===== config.mk =====
export PLATFORM = sky130hd
export DESIGN_NAME = rgb_pwm_dimmer_with_buttons
export DESIGN_NICKNAME = d
export VERILOG_FILES = /design/src/hdl/rpd_pkg.sv /design/src/hdl/rpd_cfg.sv /design/src/hdl/rpd_core.sv /design/src/hdl/rgb_pwm_dimmer_with_buttons.sv
export SDC_FILE = /design/constraint.sdc
export NUM_CORES = 1
export LEC_CHECK = 0
export ABC_AREA = 1
export BUFFER_PORTS_ARGS = -buffer_cell sky130_fd_sc_hd__buf_2
export CAP_MARGIN = 25
export CORE_MARGIN = 2
export CORE_UTILIZATION = 47
export DETAILED_ROUTE_END_ITERATION = 10
export PLACE_DENSITY = 0.63
export SKIP_CTS_REPAIR_TIMING = 1
export SLEW_MARGIN = 20
export SYNTH_ARGS = -nofsm -noshare
export SYNTH_HDL_FRONTEND = slang
export SYNTH_SLANG_ARGS = --single-unit

===== constraint.sdc =====
create_clock -name clk -period 4.07 [get_ports clk]
set_clock_uncertainty 0.15 [all_clocks]
set_input_delay 0.814 -clock clk [delete_from_list [all_inputs] [get_ports clk]]
set_output_delay 0.814 -clock clk [all_outputs]
set_load 0.01 [all_outputs]

===== src/hdl/rpd_pkg.sv =====
package rpd_pkg;

  localparam int DUTY_W  = 7;
  localparam int FRAME_W = 7;
  localparam int HOLD_W  = 8;
  localparam int IDX_W   = 2;
  localparam int DATA_W  = 8;

  localparam logic [DUTY_W-1:0]  MAX_DUTY_RESET     = 7'd30;
  localparam logic [FRAME_W-1:0] FRAME_LENGTH_RESET = 7'd100;
  localparam logic [HOLD_W-1:0]  HOLDOFF_RESET      = 8'd100;
  localparam logic [DUTY_W-1:0]  DUTY_RESET         = 7'd15;
  localparam logic [FRAME_W-1:0] FRAME_START        = 7'd1;
  localparam logic [HOLD_W-1:0]  TICKS_SAT          = 8'hFF;

  typedef enum logic [IDX_W-1:0] {
    CFG_MAX_DUTY        = 2'd0,
    CFG_FRAME_LENGTH    = 2'd1,
    CFG_RELEASE_HOLDOFF = 2'd2
  } cfg_idx_t;

  typedef struct packed {
    logic [DUTY_W-1:0]  max_duty;
    logic [FRAME_W-1:0] frame_length;
    logic [HOLD_W-1:0]  release_holdoff;
  } cfg_t;

  typedef struct packed {
    logic       red_on;
    logic       blue_on;
    logic       green_on;
    logic       level_indicator;
    logic [1:0] active_channel;
  } res_t;

endpackage


===== src/hdl/rpd_cfg.sv =====
module rpd_cfg
  import rpd_pkg::*;
(
  input  logic              clk,
  input  logic              rst_n,
  input  logic              cfg_valid,
  output logic              cfg_ready,
  input  logic [IDX_W-1:0]  cfg_index,
  input  logic [DATA_W-1:0] cfg_data,
  output cfg_t              cfg
);

  cfg_t cfg_r;
  cfg_t cfg_nxt;

  assign cfg_ready = 1'b1;
  assign cfg      = cfg_r;

  always_comb begin
    cfg_nxt = cfg_r;
    if (cfg_valid) begin
      // index three is outside the register list and is dropped
      unique case (cfg_index)
        CFG_MAX_DUTY:        cfg_nxt.max_duty        = cfg_data[DUTY_W-1:0];
        CFG_FRAME_LENGTH:    cfg_nxt.frame_length    = cfg_data[FRAME_W-1:0];
        CFG_RELEASE_HOLDOFF: cfg_nxt.release_holdoff = cfg_data[HOLD_W-1:0];
        default: ;
      endcase
    end
  end

  always_ff @(posedge clk) begin
    if (!rst_n) begin
      cfg_r.max_duty        <= MAX_DUTY_RESET;
      cfg_r.frame_length    <= FRAME_LENGTH_RESET;
      cfg_r.release_holdoff <= HOLDOFF_RESET;
    end else begin
      cfg_r <= cfg_nxt;
    end
  end

endmodule


===== src/hdl/rpd_core.sv =====
module rpd_core
  import rpd_pkg::*;
#(
  parameter int NUM_CHANNELS = 3
) (
  input  logic clk,
  input  logic rst_n,
  input  logic step,
  input  logic up_pressed,
  input  logic down_pressed,
  input  cfg_t cfg,
  output res_t res
);

  localparam int SEL_W = (NUM_CHANNELS > 1) ? $clog2(NUM_CHANNELS) : 1;
  localparam logic [SEL_W-1:0] LAST_SEL = SEL_W'(NUM_CHANNELS - 1);

  logic [FRAME_W-1:0]    frame_count_r, frame_count_nxt;
  logic [SEL_W-1:0]      sel_r, sel_nxt;
  logic [DUTY_W-1:0]     duty_r, duty_nxt;
  logic [DUTY_W-1:0]     chan_duty_r   [NUM_CHANNELS];
  logic [DUTY_W-1:0]     chan_duty_nxt [NUM_CHANNELS];
  logic                  up_block_r, up_block_nxt;
  logic                  down_block_r, down_block_nxt;
  logic [HOLD_W-1:0]     ticks_r, ticks_nxt;
  logic [NUM_CHANNELS-1:0] chan_lat_r, chan_lat_nxt;
  logic                  ind_lat_r, ind_lat_nxt;
  logic [DUTY_W:0]       duty_inc;
  logic [NUM_CHANNELS+2:0] lat_pad;
  logic                  frame_start;

  always_comb begin
    duty_nxt       = duty_r;
    sel_nxt        = sel_r;
    up_block_nxt   = up_block_r;
    down_block_nxt = down_block_r;
    ticks_nxt      = ticks_r;
    duty_inc       = {1'b0, duty_r} + 1'b1;

    // up button: step with wrap, then hold off until released long enough
    if (up_pressed && !up_block_r) begin
      ticks_nxt    = '0;
      duty_nxt     = (duty_inc > {1'b0, cfg.max_duty}) ? '0 : duty_inc[DUTY_W-1:0];
      up_block_nxt = 1'b1;
    end else if (!up_pressed) begin
      if (ticks_r > cfg.release_holdoff) begin
        up_block_nxt = 1'b0;
      end else if (ticks_r != TICKS_SAT) begin
        ticks_nxt = ticks_r + 1'b1;
      end
    end

    // down button: rotate channel and load its duty, dropping any up step
    if (down_pressed && !down_block_r) begin
      sel_nxt        = (sel_r == LAST_SEL) ? '0 : sel_r + 1'b1;
      duty_nxt       = chan_duty_r[sel_nxt];
      down_block_nxt = 1'b1;
    end else if (!down_pressed) begin
      down_block_nxt = 1'b0;
    end

    for (int k = 0; k < NUM_CHANNELS; k++) begin
      chan_duty_nxt[k] = (sel_nxt == SEL_W'(k)) ? duty_nxt : chan_duty_r[k];
    end

    frame_start = (frame_count_r == FRAME_START);
    for (int k = 0; k < NUM_CHANNELS; k++) begin
      chan_lat_nxt[k] = (frame_start || chan_lat_r[k]) &&
                        !({1'b0, frame_count_r} > {1'b0, chan_duty_nxt[k]});
    end
    ind_lat_nxt = (frame_start || ind_lat_r) &&
                  !({1'b0, frame_count_r} > {1'b0, duty_nxt});

    frame_count_nxt = (frame_count_r >= cfg.frame_length) ? FRAME_START
                                                          : frame_count_r + 1'b1;
  end

  // channels that are not built read as off
  assign lat_pad = {3'b000, chan_lat_nxt};

  always_comb begin
    res.red_on          = lat_pad[0];
    res.blue_on         = lat_pad[1];
    res.green_on        = lat_pad[2];
    res.level_indicator = ind_lat_nxt;
    res.active_channel  = 2'(sel_nxt);
  end

  always_ff @(posedge clk) begin
    if (!rst_n) begin
      frame_count_r <= FRAME_START;
      sel_r         <= '0;
      duty_r        <= DUTY_RESET;
      up_block_r    <= 1'b0;
      down_block_r  <= 1'b0;
      ticks_r       <= '0;
      chan_lat_r    <= '0;
      ind_lat_r     <= 1'b0;
      for (int k = 0; k < NUM_CHANNELS; k++) begin
        chan_duty_r[k] <= DUTY_RESET;
      end
    end else if (step) begin
      frame_count_r <= frame_count_nxt;
      sel_r         <= sel_nxt;
      duty_r        <= duty_nxt;
      up_block_r    <= up_block_nxt;
      down_block_r  <= down_block_nxt;
      ticks_r       <= ticks_nxt;
      chan_lat_r    <= chan_lat_nxt;
      ind_lat_r     <= ind_lat_nxt;
      for (int k = 0; k < NUM_CHANNELS; k++) begin
        chan_duty_r[k] <= chan_duty_nxt[k];
      end
    end
  end

endmodule


===== src/hdl/rgb_pwm_dimmer_with_buttons.sv =====
// Two-button RGB PWM dimmer. Every accepted request is one tick carrying the button
// levels and yields exactly one result, the LED drives and active channel after that
// tick, captured in an output register. A request can be accepted every
// clock; the only limit is the single output register, so in_stall is high exactly
// while a result sits there and out_stall is high. Configuration registers are
// always ready and take effect on the next tick.
module rgb_pwm_dimmer_with_buttons
  import rpd_pkg::*;
#(
  parameter int NUM_CHANNELS = 3
) (
  input  logic              clk,
  input  logic              rst_n,
  input  logic              in_valid,
  output logic              in_stall,
  input  logic              in_up_pressed,
  input  logic              in_down_pressed,
  output logic              out_valid,
  input  logic              out_stall,
  output logic              out_red_on,
  output logic              out_blue_on,
  output logic              out_green_on,
  output logic              out_level_indicator,
  output logic [1:0]        out_active_channel,
  input  logic              cfg_valid,
  output logic              cfg_ready,
  input  logic [IDX_W-1:0]  cfg_index,
  input  logic [DATA_W-1:0] cfg_data
);

  cfg_t cfg;
  res_t res;
  res_t res_r;
  logic out_valid_r, out_valid_nxt;
  logic step;

  rpd_cfg u_cfg (
    .clk       (clk),
    .rst_n     (rst_n),
    .cfg_valid (cfg_valid),
    .cfg_ready (cfg_ready),
    .cfg_index (cfg_index),
    .cfg_data  (cfg_data),
    .cfg       (cfg)
  );

  rpd_core #(
    .NUM_CHANNELS (NUM_CHANNELS)
  ) u_core (
    .clk          (clk),
    .rst_n        (rst_n),
    .step         (step),
    .up_pressed   (in_up_pressed),
    .down_pressed (in_down_pressed),
    .cfg          (cfg),
    .res          (res)
  );

  assign in_stall = out_valid_r && out_stall;
  assign step     = in_valid && !in_stall;

  always_comb begin
    out_valid_nxt = out_valid_r && out_stall;
    if (step) begin
      out_valid_nxt = 1'b1;
    end
  end

  always_ff @(posedge clk) begin
    if (!rst_n) begin
      out_valid_r <= 1'b0;
    end else begin
      out_valid_r <= out_valid_nxt;
    end
  end

  always_ff @(posedge clk) begin
    if (step) begin
      res_r <= res;
    end
  end

  assign out_valid           = out_valid_r;
  assign out_red_on          = res_r.red_on;
  assign out_blue_on         = res_r.blue_on;
  assign out_green_on        = res_r.green_on;
  assign out_level_indicator = res_r.level_indicator;
  assign out_active_channel  = res_r.active_channel;

endmodule

# After elaboration in Yosys (flattened, before gate mapping)
# Memories as Yosys holds them, arrays and structs flattened.
# Index checks and enable logic that the tools add are counted.
# Widths: inputs -> output; s select.
[classes]
magnitude_cmp = 7
eq_ne = 10
n_mux = 26
addsub = 4
bitwise_logic = 3
n_reduce_logical = 29
[ops]
columns = ["cell", "count"]
rows = [
  ["$mux 7", 10],
  ["$mux 8", 4],
  ["$gt 7x7->1", 4],
  ["$mux 1", 10],
  ["$add 7x1->8 const B", 1],
  ["$add 8x1->8 const B", 1],
  ["$gt 8x7->1", 1],
  ["$gt 8x8->1", 1],
  ["$logic_and 1x1->1", 8],
  ["$ne 8x8->1 const B", 1],
  ["$reduce_and 2->1", 4],
  ["$add 7x1->7 const B", 1],
  ["$eq 7x1->1 const B", 1],
  ["$ge 7x7->1", 1],
  ["$logic_not 1->1", 7],
  ["$eq 2x2->1 const B", 3],
  ["$ne 2x1->1 const B", 3],
  ["$eq 2x1->1 const B", 2],
  ["$logic_not 2->1", 2],
  ["$logic_or 1x1->1", 4],
  ["$mux 2", 2],
  ["$reduce_and 4->1", 1],
  ["$reduce_bool 2->1", 2],
  ["$or 1x1->1", 3],
  ["2 further kinds", 2],
]
[totals]
in_bits = 17
mem_bits_rw = 21
reg_bits = 59
memories = 1
word_cells = 97
output_inout_bits = 9
[memory_table]
columns = ["memory", "depth", "word_bits", "rd", "rd_ports_with_merged_regs", "write_ports", "line", "source"]
rows = [
  ["u_core.chan_duty_r", 3, 7, 4, 0, 3, "rpd_core.sv:21", "logic [DUTY_W-1:0] chan_duty_r [NUM_CHANNELS];"],
]

# Logic depth before layout (Yosys ltp)
# Gate-level depths: netlist (run 1).
[depth]
word_depth = 9
mapped_depth = 27

# Cells and area by module
# A second synthesis (run 1) with hierarchy kept.
[hier_totals]
cells_unflattened = 699
area_unflattened_um2 = 5246.3
[modules_own_cells]
columns = ["mod", "seq_area_each_um2", "cells_per_inst", "area_each_um2", "n_inst"]
rows = [
  ["rpd_core", 1231.2, 559, 4088.9, 1],
  ["rpd_cfg", 440.4, 127, 924.6, 1],
  ["rgb_pwm_dimmer_with_buttons", 200.2, 13, 232.7, 1],
]

# Worst setup path before layout (run 1)
# OpenSTA, ideal clock, no wires.
[synth_timing]
kind = "flip-flop to flip-flop"
from = "register u_core.duty_r[0]"
to = "register u_core.chan_lat_r[2]"
setup_slack_ns = 0.758
t_arrival_ns = 3.085
path_buffers = 0
path_stages_with_launch = 23
required_ns = 3.843
synth_period_minus_slack_ns = 3.312
path_cell_list = "dfxtp_1 > ha_1 > nand2_1 > nor2_1 > inv_1 > o21ai_0 > inv_1 > ha_1 > and3_1 > nand3_1 > nand2_4 > nand2_1 > nand3_2 > nand3_1 > and2_1 > ha_1 > a21oi_1 > nor2_1 > a211oi_1 > o21ai_0 > a21boi_0 > nand2_1 > o21ai_0"
[synth_lines]
columns = ["element", "line", "source"]
rows = [
  ["start, declared", "rpd_core.sv:20", "logic [DUTY_W-1:0] duty_r, duty_nxt;"],
  ["start signal, assigned", "rpd_core.sv:105", "duty_r <= duty_nxt;"],
  ["end signal, assigned", "rpd_core.sv:109", "chan_lat_r <= chan_lat_nxt;"],
  ["end, declared", "rpd_core.sv:26", "logic [NUM_CHANNELS-1:0] chan_lat_r, chan_lat_nxt;"],
]

==> out/summary.txt, run 1 <==
final hold viol count = 0
CTS sink cnt = 80
Slew Viols, Final = 0
Synthesis Warnings = 0
P per Cell Area = 365 nW/µm²
setup total negative slack = 0 ns
area grow syn2layout = 9.16%
syn_area_per_cell = 7.88 µm²
Async S/R FF share, synth = 0
post-route antenna net violation count = 0
gp weighted congestion = 0.941
Ant. Diodes = 0
top cells by area, synth = dfxtp_1, edfxtp_1, ha_1, nand2_1, inv_1
Setup crit end kind = register
area leader, netlist = dfxtp_1
wire length per cell = 15.1 µm
post-layout minimum cycle time = 3.59 ns
Routed WL = 12.6 mm
first-pass GRT wire length = 20.9 mm
Placeable Area = 10800 µm²
vias in the first global route = 4360
Row Count = 38
final worst slack = 0.484 ns
hpwl dp = 9.33 mm
post-layout util = 0.524
die span in y = 109 µm
antenna violations before repair = 0
Post-synth EDFFs = 27
Min-Delay Path Class = reg2reg
I/O Buffers = 24
dpl ws = 0.372 ns
# DRC = 0
fraction of layout cells with a size suffix above 1 = 0.136
worst rel slew slack = 0.459
crit path DAT = 3.74 ns
Mapped Cells = 657
Fmax = 0.279 GHz
Clock Path Buffers = 2
Final setup viols = 0
Synthesized Nets = 728
Worst-path clk slew = 0.08 ns
DIE AREA = 11900 µm²
worst-path fanout max = 7
Netlist cell types = 44
chip width = 109 µm
IO Pins = 26
WP data required = 4.23 ns
vias per cell = 5.46
top_reg_cell synth = dfxtp_1
nets@finish = 755
critical-path cell list = ha_1 > nand2_1 > nor2_1 > inv_1 > o21ai_1 > inv_1 > ha_1 > and3_1 > nand3_1 > nand2_4 > nand3_2 > nand3_2 > nand2_2 > nand2_1 > nand2_1 > ha_1 > a21oi_1 > o21ai_0 > nand2_1 > o211ai_1 > a22oi_1 > nand2_1 > o21ai_0
Worst path max stage delay = 0.39 ns
Static Leak = 0.00253 µW
worst skew pair latency = 0.38 ns
CP dominant cell by count = nand2_1
sequential share of the synthesized area = 0.362
VDD IR max = 0.000173 V
fin crit share = 0.881
Root Driver = clkbuf_8
top cell type's share of synthesized area = 0.205
grt total ovfl = 0
CTS H-tree depth = 3
Max-cap violations = 0
DRT iter0 DRCs = 358
Post-Syn Area = 5180 µm²
via count = 4528
Slew @ Worst Pin = 0.806 ns
first drt pass iteration count = 5
CTS tree = done
CTS Buf Count = 9
Yosys reg bits = 80
outcome = completed
cell at the slowest stage of the critical path = dfxtp_2
Global Route Usage Sum = 0.229
Initial Utilization = 0.480
Startpoint Class = register
critical path type = reg2reg
RSZ-0062 raised after global routing = no
pin count of the biggest net entering global routing = 30
## final timing paths
path / startpoint / to / slack [ns] / depth (start not counted)
worst min register to register: u_cfg.cfg[3]$_SDFFE_PN0P_ / u_cfg.cfg[3]$_SDFFE_PN0P_ / 0.33 / 2
worst min-delay path: u_cfg.cfg[3]$_SDFFE_PN0P_ / u_cfg.cfg[3]$_SDFFE_PN0P_ / 0.33 / 2
worst max register to register: u_core.duty_r[0]$_SDFFE_PN1P_ / u_core.chan_lat_r[1]$_SDFFE_PN0P_ / 0.48 / 23
worst max-delay path: u_core.duty_r[0]$_SDFFE_PN1P_ / u_core.chan_lat_r[1]$_SDFFE_PN0P_ / 0.48 / 23
## registers in the layout, indices dropped and copies added (netlist names), 2 cells and up
name,flops
u_cfg.cfg,22
u_core.chan_duty_r,21
u_core.ticks_r,8
u_core.duty_r,7
u_core.frame_count_r,7
u_core.chan_lat_r,3
out_active_channel,2
u_core.sel_r,2
## final cells by class
cell class,count,area (µm²)
fill,1073,5140
inverter,80,305
clock buffer,16,214
sequential,80,1870
multi-input combinational,482,2910
tap,140,175
timing repair buffer,31,173
## synthesized netlist by cell type (3+ instances only)
library cell / instances
nand2_2: 8
o211ai_1: 13
nand2_4: 4
o21ai_0: 32
nand3_2: 8
dfxtp_1: 53
nand3_1: 47
inv_2: 5
nor2_4: 6
buf_6: 3
and2_1: 9
nand2_1: 134
or2_2: 4
a21boi_2: 6
ha_1: 54
nor3_1: 7
a21oi_1: 47
nor2_1: 54
a22oi_1: 3
clkbuf_1: 8
xor2_1: 7
nand4_1: 9
inv_1: 72
o22ai_1: 11
edfxtp_1: 27
## worst max-delay path, delay by kind of cell (launching register included)
family                     cells  cell delay (ns)
adders and majority gates      3             0.80
AOI/OAI and AO/OA              6             0.76
and+or+nand+nor               12             1.27
DFF                            1             0.39
buffers and inverters          2             0.13
## layer usage
metal	global-route usage	share of wire	wire (µm)
met5	0	0	0
met1	0.306	0.48	5970
met4	0.0916	0.022	275
met3	0.0448	0.047	585
met2	0.364	0.46	5720
## stage by stage
| step | instances | power [µW] | hold slack (ns) | area (µm²) |
|---|---|---|---|---|
| floorplan | 657 | 1300 | 0.285 | 5180 |
| global placement | 813 | 1420 | 0.308 | 5440 |
| detailed placement | 813 | 1430 | 0.312 | 5440 |
| CTS | 829 | 2070 | 0.327 | 5650 |
| global route | 829 | 2180 | 0.353 | 5650 |
| finish | 829 | 2060 | 0.325 | 5650 |
## logic make-up (layout without fill, tap and decap cells)
logic type      count (synthesis)  after routing  share of synthesized area
xor+xnor                        8              8                     0.0135
other cells                     1              1                   0.000724
fa+ha+maj                      54             54                      0.130
simple gates                  295            295                      0.271
buf+inv                        95            127                     0.0761
flops                          80             80                      0.362
compound gates                124            124                      0.147
## cells in the final DEF, fill, tap and decap left out, types with 5 or more instances in the layout
cell / Yosys / layout
nand2_2: 8 / 8
nor2_4: 6 / 6
o211ai_1: 13 / 13
o21ai_0: 32 / 31
inv_1: 72 / 72
a21boi_2: 6 / 6
buf_2: 2 / 24
and2_1: 9 / 9
ha_1: 54 / 54
nand3_1: 47 / 47
nand2_1: 134 / 134
nor2_1: 54 / 54
edfxtp_1: 27 / 27
o22ai_1: 11 / 11
inv_2: 5 / 5
buf_4: 2 / 7
xor2_1: 7 / 7
nand4_1: 9 / 9
dfxtp_1: 53 / 52
a21oi_1: 47 / 47
clkbuf_8: 0 / 9
nor3_1: 7 / 7
nand3_2: 8 / 8
## report_power, final
group | internal (µW) | total [µW] | switching, µW
clock | 335 | 638 | 303
combinational | 173 | 510 | 337
sequential | 881 | 912 | 30.6
total | 1390 | 2060 | 670
Power figures use the tool's default switching activity.
==> inputs of run 2 (changes only) <==
--- a/config.mk
+++ b/config.mk
@@ -5,7 +5,6 @@
 export SDC_FILE = /design/constraint.sdc
 export NUM_CORES = 1
 export LEC_CHECK = 0
-export ABC_AREA = 1
 export BUFFER_PORTS_ARGS = -buffer_cell sky130_fd_sc_hd__buf_2
 export CAP_MARGIN = 25
 export CORE_MARGIN = 2
==> out/summary.txt, run 2 <==
outcome = completed
Netlist cell types = 56 (+27%)
Min-Delay Path Class = reg2reg
area leader, netlist = dfxtp_1
post-route antenna net violation count = 0 (unchanged)
via count = 4155 (-8.2%)
CTS H-tree depth = 3 (unchanged)
# DRC = 0 (unchanged)
cell at the slowest stage of the critical path = dfxtp_4
critical-path cell list = ha_2 > nand2_1 > nor2_2 > xor2_1 > ha_1 > a21oi_1 > a21oi_1 > a311oi_4 > buf_6 > a41o_1 > mux2i_1 > ha_1 > o21ai_0 > nand2b_1 > a21oi_2 > o21ai_0 > o21ai_1 > o221a_2
commonest cells in the netlist = nand2_1, ha_1, dfxtp_1, a21oi_1, o21ai_0
Slew @ Worst Pin = 0.812 ns (+0.00620 ns)
Worst-path clk slew = 0.08 ns (about the same)
dpl ws = 0.0795 ns (-0.292 ns)
Ant. Diodes = 0 (unchanged)
Mapped Cells = 569 (-13%)
die span in y = 108 µm (-0.98%)
worst-path fanout max = 7 (unchanged)
nets@finish = 668 (-12%)
Global Route Usage Sum = 0.223 (-0.00596)
r2r startpoint = u_core.duty_r[0]$_SDFFE_PN1P_
count leader, synth = nand2_1
Worst path max stage delay = 0.39 ns (about the same)
first drt pass iteration count = 5 (unchanged)
top cells by area, synth = dfxtp_1, edfxtp_1, ha_1, mux2i_1, nand2_1
syn_area_per_cell = 8.91 µm² (+13%)
Yosys reg bits = 80 (unchanged)
Final setup viols = 0 (unchanged)
pin count of the biggest net entering global routing = 37 (+23%)
final hold viol count = 0 (unchanged)
wire length per cell = 16.3 µm (+7.6%)
sequential share of the synthesized area = 0.369 (+0.00749)
delay-heaviest family, CP = compound AO/OA/AOI/OAI gates
VDD IR max = 0.000249 V (+44%)
crit path from = u_core.duty_r[0]$_SDFFE_PN1P_
post-layout util = 0.546 (+0.0224)
WP data required = 4.17 ns (-0.06 ns)
Fmax = 0.255 GHz (-8.5%)
most common cell after layout, fill and taps aside = nand2_1
Post-Syn Area = 5070 µm² (-2.0%)
Root Driver = clkbuf_8
DIE AREA = 11600 µm² (-2.0%)
Synthesized Nets = 640 (-12%)
worst skew pair latency = 0.36 ns (-0.02 ns)
Post-synth EDFFs = 27 (unchanged)
post-layout minimum cycle time = 3.92 ns (+0.334 ns)
vias per cell = 5.63 (+3.1%)
IO Pins = 26 (unchanged)
I/O Buffers = 24 (unchanged)
Initial Utilization = 0.487 (+0.00725)
crit path DAT = 4.02 ns (+0.28 ns)
vias in the first global route = 4151 (-4.8%)
top_reg_cell synth = dfxtp_1
top cell type's share of synthesized area = 0.209 (+0.00425)
CTS tree = done
area grow syn2layout = 12.1%
fraction of layout cells with a size suffix above 1 = 0.154 (+0.0181)
first-pass GRT wire length = 20.2 mm (-3.3%)
Static Leak = 0.00253 µW (about the same)
DRT iter0 DRCs = 275 (-23%)
RSZ-0062 raised after global routing = no
P per Cell Area = 365 nW/µm² (+0.25%)
Clock Path Buffers = 2 (unchanged)
Placeable Area = 10400 µm² (-3.5%)
Buf/Inv on CP = 1 (-1)
Setup crit end kind = register
fill cell count = 947 (-12%)
critical path type = reg2reg
CTS Buf Count = 9 (unchanged)
Largest register FFs = 22 (unchanged)
Startpoint Class = register
Slew Viols, Final = 0 (unchanged)
Synthesis Warnings = 0 (unchanged)
most frequent cells in the layout = nand2_1, ha_1, dfxtp_1, a21oi_1, o21ai_0
Async S/R FF share, synth = 0 (unchanged)
Max-cap violations = 0 (unchanged)
gp weighted congestion = 0.861 (-8.5%)
final worst slack = 0.150 ns (-0.334 ns)
Routed WL = 12.0 mm (-4.2%)
grt total ovfl = 0 (unchanged)
hpwl dp = 9.01 mm (-3.5%)
Hold Crit Start = u_core.down_block_r$_SDFFE_PN0P_
Row Count = 37 (-2.6%)
antenna violations before repair = 0 (unchanged)
fin crit share = 0.963 (+0.0821)
worst rel slew slack = 0.459 (about the same)
CTS sink cnt = 80 (unchanged)
chip width = 108 µm (-0.98%)
## run 2: layer usage
metal | part of all wire | track usage | vias to the layer above
met2 | 0.46 | 0.363 | 105
met4 | 0.016 | 0.0705 | 0
met1 | 0.46 | 0.300 | 1943
li1 | - | - | 2091
met5 | 0 | 0 | -
met3 | 0.056 | 0.0406 | 16
## run 2: worst reg2reg max path, cell delays in order (launching register included)
cell      delay, ns
dfxtp_4        0.39
ha_2           0.20
nand2_1        0.07
nor2_2         0.09
xor2_1         0.23
ha_1           0.30
a21oi_1        0.16
a21oi_1        0.11
a311oi_4       0.33
buf_6          0.20
a41o_1         0.26
mux2i_1        0.13
ha_1           0.34
o21ai_0        0.09
nand2b_1       0.10
a21oi_2        0.06
o21ai_0        0.20
o21ai_1        0.14
o221a_2        0.28
## run 2: cell families after synthesis
logic type / share of synthesized area
AND/OR/NAND/NOR: 0.186
AO/OA/AOI/OAI: 0.184
flip-flops: 0.369
buffers and inverters: 0.0442
adder cells (fa/ha/maj): 0.133
multiplexers: 0.0659
XOR/XNOR: 0.0173
other: 0.000739
## run 2: worst paths after layout
kind                                            end  slack (ns)  depth (start not counted)
setup / recovery  u_core.chan_lat_r[1]$_SDFFE_PN0P_        0.15                         18
hold / removal     u_core.down_block_r$_SDFFE_PN0P_        0.33                          2
setup reg to reg  u_core.chan_lat_r[1]$_SDFFE_PN0P_        0.15                         18
hold reg to reg    u_core.down_block_r$_SDFFE_PN0P_        0.33                          2
## run 2: cell type report
| class | instances | area [µm²] | area share |
|---|---|---|---|
| Timing Repair Buffer | 41 | 251 | 0.0442 |
| Tap cell | 136 | 170 | 0.0299 |
| Inverter | 32 | 120 | 0.0211 |
| Clock buffer | 13 | 190 | 0.0334 |
| Sequential cell | 80 | 1880 | 0.330 |
| Clock inverter | 3 | 43.8 | 0.00770 |
| Multi-Input combinational cell | 433 | 3030 | 0.533 |
## run 2: stage by stage
| step | TNS [ns] | cells | total power (µW) | instance area [µm²] | hold WS [ns] |
|---|---|---|---|---|---|
| floorplan | 0 | 569 | 1260 | 5070 | 0.302 |
| global placement | 0 | 721 | 1390 | 5380 | 0.315 |
| detailed placement | 0 | 721 | 1410 | 5380 | 0.324 |
| CTS | -0.0632 | 737 | 2070 | 5610 | 0.335 |
| global route | 0 | 738 | 2190 | 5690 | 0.385 |
| finish | 0 | 738 | 2080 | 5690 | 0.329 |
## run 2: where the power goes
| group | total, µW | internal, µW | switching, µW |
|---|---|---|---|
| sequential | 908 | 875 | 33.9 |
| clock | 664 | 371 | 293 |
| combinational | 506 | 204 | 302 |
| total | 2080 | 1450 | 628 |
==> inputs of run 3 (changes only) <==
--- a/config.mk
+++ b/config.mk
@@ -8,9 +8,9 @@
 export BUFFER_PORTS_ARGS = -buffer_cell sky130_fd_sc_hd__buf_2
 export CAP_MARGIN = 25
 export CORE_MARGIN = 2
-export CORE_UTILIZATION = 47
+export CORE_UTILIZATION = 35
 export DETAILED_ROUTE_END_ITERATION = 10
-export PLACE_DENSITY = 0.63
+export PLACE_DENSITY = 0.49
 export SKIP_CTS_REPAIR_TIMING = 1
 export SLEW_MARGIN = 20
 export SYNTH_ARGS = -nofsm -noshare
==> out/summary.txt, run 3 (synthesized netlist as in run 2, its figures left out) <==
Hold Path Depth = 2 (unchanged)
Worst-path clk slew = 0.07 ns (about the same)
Hold Crit Start = u_core.down_block_r$_SDFFE_PN0P_
Max-cap violations = 0 (unchanged)
most common cell after layout, fill and taps aside = nand2_1
critical path type = reg2reg
Final setup viols = 0 (unchanged)
CTS H-tree depth = 3 (unchanged)
CTS Buf Count = 9 (unchanged)
post-route antenna net violation count = 0 (unchanged)
Worst Hold End = u_core.down_block_r$_SDFFE_PN0P_
crit path DAT = 3.87 ns (-0.15 ns)
Clock Path Buffers = 2 (unchanged)
Ant. Diodes = 0 (unchanged)
DRT iter0 DRCs = 284 (+3.3%)
worst rel slew slack = 0.454 (-0.00432)
wire length per cell = 16.4 µm (+0.56%)
VDD IR max = 0.000227 V (-8.9%)
fin crit share = 0.933 (-0.0301)
antenna violations before repair = 0 (unchanged)
fill cell count = 1353 (+43%)
FF-to-FF setup slack = 0.27 ns (+0.12 ns)
DP Area = 5470 µm² (+1.7%)
worst r2r path cells = 18 (unchanged)
Slew Viols, Final = 0 (unchanged)
final hold viol count = 0 (unchanged)
Final Instance Area = 5920 µm² (+4.0%)
Metal-1 WL = 6.55 mm (+17%)
hpwl dp = 9.73 mm (+8.0%)
FF-to-FF End = out_red_on$_DFFE_PP_
first-pass GRT wire length = 21.2 mm (+4.9%)
area grow syn2layout = 16.6%
r2r startpoint = u_core.duty_r[1]$_SDFFE_PN1P_
Root Driver = clkbuf_16
FF/Latch Area = 1880 µm² (-0.20%)
gp weighted congestion = 0.842 (-2.2%)
WP data required = 4.14 ns (-0.03 ns)
pin count of the biggest net entering global routing = 36 (-2.7%)
met3 routed WL = 480 µm (-29%)
Worst path max stage delay = 0.37 ns (-0.02 ns)
post-layout util = 0.421 (-0.125)
IO Pins = 26 (unchanged)
CTS sink cnt = 80 (unchanged)
Largest register FFs = 22 (unchanged)
via count = 4143 (-0.29%)
Setup crit end kind = register
CP dominant cell by count = o21ai_0
most frequent cells in the layout = nand2_1, ha_1, dfxtp_1, a21oi_1, o21ai_0
die span in y = 124 µm (+15%)
setup total negative slack = 0 ns (unchanged)
critical-path cell list = ha_2 > xor2_1 > ha_1 > and4_1 > nor2b_1 > a21oi_1 > a311oi_4 > buf_4 > buf_4 > a41o_4 > mux2i_1 > ha_1 > o21ai_0 > nand2b_1 > a21oi_2 > o21ai_0 > o21ai_0 > o21a_1
Static Leak = 0.00262 µW (+3.6%)
Slew @ Worst Pin = 0.819 ns (+0.00647 ns)
Min-Delay Path Class = reg2reg
fraction of layout cells with a size suffix above 1 = 0.161 (+0.00670)
DIE AREA = 15500 µm² (+33%)
Routed WL = 12.9 mm (+7.4%)
outcome = completed
Placeable Area = 14000 µm² (+35%)
first drt pass iteration count = 4 (-1)
P per Cell Area = 407 nW/µm² (+11%)
# DRC = 0 (unchanged)
RSZ-0062 raised after global routing = no
Fmax = 0.263 GHz (+3.2%)
post-layout minimum cycle time = 3.80 ns (-0.122 ns)
CTS tree = done
grt total ovfl = 0 (unchanged)
Row Count = 43 (+16%)
worst skew pair latency = 0.35 ns (about the same)
chip width = 124 µm (+15%)
nets@finish = 674 (+0.90%)
met2 wire len = 5.67 mm (+1.5%)
vias in the first global route = 3931 (-5.3%)
Global Route Usage Sum = 0.172 (-0.0510)
Initial Utilization = 0.361 (-0.126)
I/O Buffers = 24 (unchanged)
DR top layer = met4
area of the multi-input gates = 3040 µm² (+0.21%)
vias per cell = 5.26 (-6.6%)
Startpoint Class = register
worst-path fanout max = 5 (-2)
cell at the slowest stage of the critical path = dfxtp_2
[run 3: final cells by class]
class | count | area share
multi-input combinational | 433 | 0.514
timing repair buffer | 47 | 0.0501
clock buffer | 12 | 0.0489
clock inverter | 4 | 0.0118
inverter | 32 | 0.0203
sequential | 80 | 0.317
tap | 180 | 0.0381
[run 3: critical path: cells and delay by family, from the launching register on]
family | cells | cell delay [ns]
mux | 1 | 0.19
buf+inv | 2 | 0.32
xor+xnor | 1 | 0.28
compound gates | 8 | 1.15
simple gates | 3 | 0.39
fa+ha+maj | 3 | 0.81
flops | 1 | 0.37
[run 3: through the flow]
step | cells | hold slack, ns | worst slack (ns) | total power (µW)
global route | 788 | 0.361 | 0.0140 | 2530
detailed placement | 770 | 0.335 | 0.113 | 1420
global placement | 770 | 0.312 | 0.173 | 1410
floorplan | 569 | 0.302 | 0.294 | 1260
finish | 788 | 0.341 | 0.272 | 2410
CTS | 786 | 0.344 | 0.0966 | 2400
[run 3: worst max-delay path by stage]
stage / from / endpoint / slack, ns / cells after the start
3_5_place_dp: u_core.duty_r[1]$_SDFFE_PN1P_ / out_red_on$_DFFE_PP_ / 0.11 / 19
2_1_floorplan: u_core.duty_r[0]$_SDFFE_PN1P_ / u_core.chan_lat_r[0]$_SDFFE_PN0P_ / 0.29 / 19
3_3_place_gp: u_core.duty_r[1]$_SDFFE_PN1P_ / out_red_on$_DFFE_PP_ / 0.17 / 19
4_1_cts: u_core.duty_r[1]$_SDFFE_PN1P_ / out_red_on$_DFFE_PP_ / 0.1 / 19
5_1_grt: u_core.duty_r[0]$_SDFFE_PN1P_ / out_red_on$_DFFE_PP_ / 0.01 / 18
6_report: u_core.duty_r[1]$_SDFFE_PN1P_ / out_red_on$_DFFE_PP_ / 0.27 / 18
[run 3: power by group]
part | internal, µW | switching (µW) | leakage (µW)
combinational | 216 | 308 | 0.00176
sequential | 876 | 35.5 | 0.000680
clock | 627 | 347 | 0.000179
total | 1720 | 691 | 0.00262
[run 3: layer usage]
layer  GRT usage  vias to the layer above
li1            -                     2113
met1       0.237                     1952
met2       0.266                       65
met3      0.0352                       13
met4      0.0648                        0
met5           0                        -
